### src/hw/rtl/rlsaf_pkg.sv
// Types, constants and fixed-point helpers for the RLS adaptive filter.
package rlsaf_pkg;

   localparam logic signed [31:0] ONE_Q24     = 32'sd16777216;
   localparam logic signed [31:0] P_INIT_Q24  = 32'sd838861;
   localparam logic [14:0]        GAMMA_RESET = 15'd32440;

   typedef struct packed {
      logic               start;
      logic signed [63:0] numer;
      logic signed [63:0] denom;
   } div_req_type;

   typedef struct packed {
      logic               done;
      logic signed [31:0] quot;
   } div_rsp_type;

   // Add half an LSB, then shift toward minus infinity.
   function automatic logic signed [63:0] rshift(input logic signed [63:0] v, input int s);
      logic signed [63:0] half;
      half = 64'sd1 <<< (s - 1);
      return (v + half) >>> s;
   endfunction

   function automatic logic signed [31:0] sat32(input logic signed [63:0] v);
      if (v > 64'sd2147483647) begin
         return 32'sh7fff_ffff;
      end else if (v < -64'sd2147483648) begin
         return 32'sh8000_0000;
      end else begin
         return v[31:0];
      end
   endfunction

   function automatic logic signed [15:0] sat16(input logic signed [63:0] v);
      if (v > 64'sd32767) begin
         return 16'sh7fff;
      end else if (v < -64'sd32768) begin
         return 16'sh8000;
      end else begin
         return v[15:0];
      end
   endfunction

endpackage

### src/hw/rtl/rlsaf_div.sv
// Sequential restoring divider: signed numerator, positive divisor, saturated 32-bit quotient.
module rlsaf_div (
   input  logic                  clock,
   input  logic                  reset,
   input  rlsaf_pkg::div_req_type req,
   output rlsaf_pkg::div_rsp_type rsp
);

   logic        busy_ff;
   logic        done_ff;
   logic        neg_ff;
   logic        ovf_ff;
   logic [4:0]  cnt_ff;
   logic [63:0] rem_ff;
   logic [95:0] dsh_ff;
   logic [31:0] q_ff;
   logic signed [31:0] quot_ff;

   logic [63:0] mag;
   logic [63:0] dmag;
   logic        ge;
   logic [63:0] rem_in;
   logic [31:0] q_in;
   logic signed [31:0] quot_in;

   always_comb begin
      mag    = req.numer[63] ? 64'(-req.numer) : 64'(req.numer);
      dmag   = 64'(req.denom);
      ge     = {32'b0, rem_ff} >= dsh_ff;
      rem_in = ge ? (rem_ff - dsh_ff[63:0]) : rem_ff;
      q_in   = {q_ff[30:0], ge};
      if (neg_ff) begin
         quot_in = (ovf_ff || (q_in > 32'h8000_0000)) ? 32'sh8000_0000 : 32'(-q_in);
      end else begin
         quot_in = (ovf_ff || q_in[31]) ? 32'sh7fff_ffff : 32'(q_in);
      end
   end

   always_ff @(posedge clock) begin
      if (reset) begin
         busy_ff <= 1'b0;
         done_ff <= 1'b0;
      end else begin
         done_ff <= 1'b0;
         if (req.start) begin
            neg_ff  <= req.numer[63];
            rem_ff  <= mag;
            dsh_ff  <= {32'b0, dmag} << 31;
            ovf_ff  <= {32'b0, mag} >= {dmag, 32'b0};
            q_ff    <= '0;
            cnt_ff  <= 5'd31;
            busy_ff <= 1'b1;
         end else if (busy_ff) begin
            rem_ff <= rem_in;
            q_ff   <= q_in;
            dsh_ff <= dsh_ff >> 1;
            cnt_ff <= cnt_ff - 5'd1;
            if (cnt_ff == 5'd0) begin
               busy_ff <= 1'b0;
               done_ff <= 1'b1;
               quot_ff <= quot_in;
            end
         end
      end
   end

   assign rsp.done = done_ff;
   assign rsp.quot = quot_ff;

endmodule

### config.mk
export PLATFORM = sky130hd
export DESIGN_NAME = rlsaf_div
export DESIGN_NICKNAME = d
export VERILOG_FILES = /design/src/hw/rtl/rlsaf_pkg.sv /design/src/hw/rtl/rlsaf_div.sv
export SDC_FILE = /design/constraint.sdc
export NUM_CORES = 1
export LEC_CHECK = 0
export BUFFER_PORTS_ARGS = -buffer_cell sky130_fd_sc_hd__buf_2
export CAP_MARGIN = 20
export CORE_UTILIZATION = 33
export CTS_BUF_LIST = sky130_fd_sc_hd__clkbuf_4 sky130_fd_sc_hd__clkbuf_8
export DETAILED_ROUTE_END_ITERATION = 10
export PLACE_DENSITY = 0.62
export SYNTH_ARGS = -nofsm -noshare
export SYNTH_HDL_FRONTEND = slang
export SYNTH_SLANG_ARGS = --single-unit
export TNS_END_PERCENT = 20
### constraint.sdc
create_clock -name clock -period 7.75 [get_ports clock]
set_input_delay 1.55 -clock clock [delete_from_list [all_inputs] [get_ports clock]]
set_output_delay 1.55 -clock clock [all_outputs]
set_load 0.01 [all_outputs]
==> flow_metrics.py, run 1 <==
metrics = {
    "cts": {
        "cts.sinks": 231,
        "cts_setup_buffers": 0,
        "cts_resized": 0,
        "cts_inserted_buffers": 46,
        "h-tree-depth": 2,
        "cts_hold_buf": 0,
        "worstSkewPairLatency_ns": 0.64,
        "clockRootBuffer": "clkbuf_8",
        "ctsLongestPathBuffers": 3,
        "cts_tree": "done",
        "cts.clk_slew.worst_paths_ns": 0.06,
    },
    "timing": {
        "final_hold_viol_count": 0,
        "rsz0062_at_grt": "no",
        "period_share_pct": 76.5,
        "hold_ws_ns": 0.543,
        "min_period_ns": 5.93,
        "max_freq_mhz": 169,
        "setup_viol": 0,
        "relSlewSlack_pct": 33.8,
        "setup_tns_ns": 0,
        "fin_ws_ns": 1.82,
        "slew_violations": 0,
        "tightest_slew_ns": 0.984,
        "clock_skew_ns": 0.0319,
    },
    "detailed_routing": {
        "viasPerCell": 5.46,
        "post_drt_wl_per_cell_um": 19.1,
        "drt-pass1-iter-count": 6,
        "drc": 0,
        "drt_iter0_markers": 1103,
        "drt-total-wl_mm": 50.5,
        "vias": 14456,
        "ant_nets": 0,
    },
    "setup_path": {
        "crit_type": "reg2reg",
        "end_kind": "flip-flop",
        "required_ns": 8.10,
        "crit_chain": "inv_1 > ha_1 > nor2b_1 > o21ai_0 > a211oi_1 > o21a_1 > and3_1 > o211ai_1 > a2111oi_4 > o21a_1 > o21ai_0 > ha_1 > nand3_1 > or4_4 > or3_1 > o21ai_1 > and2b_1 > buf_4 > nand2_4 > o311ai_0",
        "slowest_stage": "o311ai_0",
        "critPathMaxFanout": 24,
        "worst_setup_path_start_kind": "flip-flop",
        "worstPathArrival_ns": 6.28,
        "crit_path_max_incr_delay_ns": 0.51,
    },
    "placement": {
        "gp_congestion": 0.923,
        "pre_cts_slack_ns": 1.26,
        "portBuffers": 163,
        "hpwl_mm": 37.6,
    },
    "final_layout": {
        "fin_nets": 2176,
        "num-fill-cells": 4936,
        "drive_gt1_share_pct": 16.0,
        "area_growth_pct": 13.9,
    },
    "yosys": {
        "netlist_area_um2": 16600,
        "syn_inst": 1801,
        "synthArstFlopShare_pct": 0,
        "ys_types": 89,
        "syn_nets": 2032,
        "yosysSeqAreaShare_pct": 41.6,
        "avgSynthCellArea_um2": 9.24,
        "yosys_register_bits": 231,
        "yosys_warnings": 0,
        "synth_edf_count": 229,
        "ys.flop_type": "edfxtp_1",
    },
    "floorplan": {
        "core_area_um2": 49400,
        "die_area_um2": 51300,
        "rows": 81,
        "io_pins": 164,
        "initial_core_util_pct": 33.7,
        "die_w_um": 227,
        "die_h_um": 227,
    },
    "power": {
        "power_leakage_nw": 7.47,
        "ir_worst_vdd_mv": 0.0980,
        "powerDensity_nw_per_um2": 189,
        "power_mw": 3.57,
    },
    "run": {
        "maxCapViolCount": 0,
    },
    "global_route": {
        "first_global_vias": 14050,
        "grt_pass1_wl_mm": 78.1,
        "grt_antenna_before_repair": 4,
        "grt_max_degree": 73,
        "grt.total_usage_pct": 19.6,
        "overflow": 0,
    },
    "min_path": {
        "hp-class": "reg2reg",
    },
    "outcome": {
        "status": "complete, no violations",
    },
}
[stage by stage]
step	area, um^2	util, %	instances
floorplan	16600	-	1801
global placement	18100	36.6	2561
detailed placement	18100	36.6	2561
CTS	18900	38.4	2643
global route	18900	38.4	2645
finish	18900	38.4	2647
[final timing paths]
check	cells past startpoint	start	slack [ns]	end
hold reg to reg	1	cnt_ff[4]$_SDFFCE_PP1P_	0.54	done_ff$_SDFF_PP0_
setup / recovery	20	dsh_ff[1]$_SDFFCE_PP0P_	1.82	quot_ff[2]$_DFFE_PP_
hold / removal	1	cnt_ff[4]$_SDFFCE_PP1P_	0.54	done_ff$_SDFF_PP0_
setup reg to reg	20	dsh_ff[1]$_SDFFCE_PP0P_	1.82	quot_ff[2]$_DFFE_PP_
[cell families after synthesis]
kind of cell | synth area share [%]
flip-flops | 41.6
AND/OR/NAND/NOR | 18.1
adder cells (fa/ha/maj) | 7.57
buffers and inverters | 5.32
XOR/XNOR | 5.84
AO/OA/AOI/OAI | 19.3
multiplexers | 2.35
[routing by layer]
layer  share of wire, %  track usage [%]
met1                 43             25.1
met2                 46             31.5
met3                6.6             4.50
met4                4.4             8.83
met5              0.026                0
[cells in the final DEF, fill, tap and decap left out, types with 9 or more instances in the layout]
cell type	synthesis	final
xnor2_1	80	80
clkbuf_4	0	15
nor4_1	29	28
nor2_1	145	144
a21o_1	39	39
xor2_1	31	31
o41ai_1	13	13
o21a_1	15	15
o31ai_1	31	31
o21bai_1	12	12
nand2_1	172	172
nand2b_1	14	14
buf_4	3	13
nand4_1	34	34
nor3_1	43	43
or3_1	20	20
edfxtp_1	229	229
a21oi_1	140	140
o21ai_0	143	142
o311ai_0	13	13
nand3_1	34	34
or4_1	12	12
a31oi_1	13	13
nor2b_1	32	32
clkbuf_8	0	47
buf_2	4	162
mux2_2	32	32
and3_1	16	16
ha_1	99	99
clkinv_1	1	11
inv_1	145	145
o211ai_1	9	9
[worst max-delay path: cells and delay by family, from the launching register on]
family / cells / cell delay, ns
compound gates: 9 / 2.64
fa+ha+maj: 2 / 0.57
buf+inv: 2 / 0.34
flops: 1 / 0.42
simple gates: 7 / 1.66
[synth_stat cells, types with 6 or more instances]
cell / count / area, um^2
edfxtp_1: 229 / 6880
nand2_1: 172 / 646
inv_1: 145 / 544
nor2_1: 145 / 544
o21ai_0: 143 / 716
a21oi_1: 140 / 701
ha_1: 99 / 1240
xnor2_1: 80 / 701
clkbuf_1: 63 / 236
nor3_1: 43 / 215
a21o_1: 39 / 293
nand3_1: 34 / 170
nand4_1: 34 / 213
mux2_2: 32 / 360
nor2b_1: 32 / 200
o31ai_1: 31 / 233
xor2_1: 31 / 272
nor4_1: 29 / 181
or3_1: 20 / 125
and3_1: 16 / 100
o21a_1: 15 / 113
nand2b_1: 14 / 87.6
a31oi_1: 13 / 81.3
o311ai_0: 13 / 114
o41ai_1: 13 / 114
o21bai_1: 12 / 90.1
or4_1: 12 / 90.1
o211ai_1: 9 / 67.6
o221ai_1: 8 / 70.1
buf_1: 7 / 26.3
or2_2: 7 / 43.8
a211oi_1: 6 / 45.0
a21boi_0: 6 / 45.0
a311oi_1: 6 / 52.6
and2_1: 6 / 37.5
[state kept, by name, summed over array words and instances, names as in the netlist]
| register | count |
|---|---|
| dsh_ff | 95 |
| rem_ff | 64 |
| quot_ff | 32 |
| q_ff | 31 |
| cnt_ff | 5 |
| busy_ff | 1 |
| done_ff | 1 |
| neg_ff | 1 |
| ovf_ff | 1 |
[report_power, final]
group	internal (mW)	leakage, nW	switching [mW]
logic	0.323	4.82	0.528
registers	1.48	2.18	0.0353
clock network	0.635	0.463	0.572
[layout make-up]
class	instances	area [um^2]	area share, %
clock buffer	62	759	4.01
antenna	4	10.0	0.0528
timing repair buffer	176	920	4.85
sequential	231	6920	36.5
inverter	147	552	2.91
clock inverter	20	95.1	0.502
tap	664	831	4.39
multi-input combinational	1343	8860	46.8
No activity file was read; power rests on OpenSTA's default activity.
==> run 2: changes to the inputs <==
- ABC_AREA: not set -> 1
- PLACE_DENSITY: 0.62 -> 0.6
- clock period: 7.75 -> 5.63 ns (I/O delays scaled with it)
==> flow_metrics.py, run 2 <==
metrics = {
    "cts": {
        "cts_hold_buf": 0,
        "h-tree-depth": 2,
        "cts_tree": "done",
        "cts_inserted_buffers": 43,
        "cts.sinks": 231,
        "clockRootBuffer": "clkbuf_8",
        "cts.clk_slew.worst_paths_ns": 0.06,
        "ctsLongestPathBuffers": 3,
        "cts_setup_buffers": 0,
        "worstSkewPairLatency_ns": 0.60,
        "cts_resized": 0,
    },
    "setup_path": {
        "crit_path_max_incr_delay_ns": 0.41,
        "required_ns": 6.03,
        "crit_top_cell": "nand2_1",
        "worstPathArrival_ns": 4.80,
        "crit_type": "reg2reg",
        "worst_setup_path_start_kind": "flip-flop",
        "end_kind": "flip-flop",
        "critPathMaxFanout": 17,
        "crit_buf_inv": 3,
        "slowest_stage": "inv_1",
        "critPathTopFamily": "simple AND/OR/NAND/NOR gates",
    },
    "yosys": {
        "yosys_register_bits": 231,
        "syn_nets": 2716,
        "post-synth-top-count-cell": "nand2_1",
        "yosys_warnings": 0,
        "ys.flop_type": "edfxtp_1",
        "netlist_area_um2": 18200,
        "yosysSeqAreaShare_pct": 38.1,
        "synthArstFlopShare_pct": 0,
        "synth_edf_count": 229,
        "syn_inst": 2485,
        "synth_common_cells": "nand2_1, inv_1, nor2_1, edfxtp_1, o21ai_0",
        "synth_top_area_share_pct": 37.9,
        "synthTopCellsByArea": "edfxtp_1, nand2_1, inv_1",
        "yosysTopAreaCell": "edfxtp_1",
        "ys_types": 57,
        "avgSynthCellArea_um2": 7.30,
    },
    "floorplan": {
        "initial_core_util_pct": 33.5,
        "die_w_um": 237,
        "rows": 85,
        "die_h_um": 237,
        "die_area_um2": 55900,
        "io_pins": 164,
        "core_area_um2": 54100,
    },
    "detailed_routing": {
        "post_drt_wl_per_cell_um": 17.7,
        "drt_iter0_markers": 1439,
        "drc": 0,
        "drt-total-wl_mm": 59.8,
        "ant_nets": 0,
        "viasPerCell": 5.10,
        "drt-pass1-iter-count": 6,
        "vias": 17251,
    },
    "timing": {
        "final_hold_viol_count": 0,
        "clock_skew_ns": 0.0245,
        "min_period_ns": 4.40,
        "max_freq_mhz": 227,
        "setup_tns_ns": 0,
        "relSlewSlack_pct": 19.7,
        "setup_viol": 0,
        "tightest_slew_ns": 1.19,
        "rsz0062_at_grt": "no",
        "period_share_pct": 78.2,
        "slew_violations": 0,
    },
    "global_route": {
        "use_met2_pct": 34.9,
        "first_global_vias": 16881,
        "grt_max_degree": 94,
        "met3_usage_pct": 3.51,
        "overflow": 0,
        "grt_antenna_before_repair": 8,
        "grt_pass1_wl_mm": 93.1,
        "top_usage_layer": "met2",
        "grt.total_usage_pct": 21.3,
        "met1_usage_pct": 28.4,
    },
    "final_layout": {
        "top_register": "dsh_ff",
        "fin_nets": 2883,
        "final_common_cell": "nand2_1",
        "area_growth_pct": 13.9,
        "largest_reg_flops": 95,
        "postLayoutCoreUtil_pct": 38.2,
        "drive_gt1_share_pct": 12.4,
        "final_cell_mix": "nand2_1, inv_1, nor2_1",
        "fin_cells": 3384,
        "num-fill-cells": 5690,
        "reg_top3": "dsh_ff: 95 flops, rem_ff: 64 flops, quot_ff: 32 flops",
    },
    "min_path": {
        "hp-class": "reg2reg",
    },
    "run": {
        "maxCapViolCount": 0,
    },
    "power": {
        "ir_worst_vdd_mv": 0.111,
        "power_mw": 5.27,
        "power_leakage_nw": 9.21,
        "powerDensity_nw_per_um2": 255,
    },
    "outcome": {
        "status": "complete, no violations",
    },
    "placement": {
        "portBuffers": 163,
        "gp_congestion": 0.928,
        "dp.cells": 3303,
        "hpwl_mm": 48.3,
    },
}
run 2: cell count changes in the layout (fill, tap and decap cells not counted), moves of 15 or more:
cell,before,now
inv_1,145,383
o21ai_0,142,192
mux2_2,32,0
o31ai_1,31,2
nor2_1,144,310
nor2b_1,32,0
or3_1,20,1
nand2_1,172,577
a21o_1,39,6
xor2_1,31,69
or2_2,7,22
nand3_1,34,139
xnor2_1,80,10
run 2: kinds of logic (layout without fill, tap and decap cells):
group                    Yosys count  count (layout)  synth area share (%)
XOR/XNOR                          80              80                  3.90
AND/OR/NAND/NOR                 1218            1218                  29.2
flip-flops                       231             231                  38.1
other                              0               5                     0
adder cells (fa/ha/maj)          100             100                  6.93
buffers and inverters            445             643                  9.31
AO/OA/AOI/OAI                    411             411                  12.5
run 2: layout make-up:
cell class                      count  area, um^2  area share [%]
Antenna cell                        5        12.5          0.0605
Tap cell                          696         871            4.21
Clock buffer                       54         687            3.32
Sequential cell                   231        6920            33.5
Multi-Input combinational cell   1809        9570            46.3
Inverter                          392        1470            7.13
Timing Repair Buffer              175         937            4.53
Clock inverter                     22         203           0.981
run 2: worst paths after layout:
check	startpoint	endpoint	depth (start not counted)	slack (ns)
min reg2reg	dsh_ff[65]$_DFFE_PP_	dsh_ff[64]$_DFFE_PP_	2	0.54
max reg2reg	rem_ff[2]$_DFFE_PP_	quot_ff[5]$_DFFE_PP_	25	1.23
min	dsh_ff[65]$_DFFE_PP_	dsh_ff[64]$_DFFE_PP_	2	0.54
max	rem_ff[2]$_DFFE_PP_	quot_ff[5]$_DFFE_PP_	25	1.23
run 2: where the power goes:
| part | leakage, nW | total (mW) | switching [mW] | internal [mW] |
|---|---|---|---|---|
| sequential | 2.21 | 2.11 | 0.0524 | 2.06 |
| combinational | 6.54 | 1.42 | 0.977 | 0.446 |
| clock | 0.461 | 1.74 | 0.757 | 0.984 |
run 2: metal layers:
layer / up-vias / wire length, um
li1: 8548 / -
met1: 8051 / 27200
met2: 546 / 27200
met3: 102 / 3580
met4: 4 / 1820
met5: - / 25
run 2: tightest hold or removal path: stages (launching register included):
cell and delay [ns]:
edfxtp_1 0.34, nand2_1 0.05, nand2_1 0.05
run 2: stage by stage:
step | instance area [um^2] | hold WS, ns | worst slack, ns
6_report | 20700 | 0.545 | 1.23
5_1_grt | 20700 | 0.574 | 0.887
4_1_cts | 20700 | 0.546 | 1.23
3_5_place_dp | 19800 | 0.540 | 0.760
3_3_place_gp | 19800 | 0.526 | 0.791
2_1_floorplan | 18200 | 0.493 | 0.464
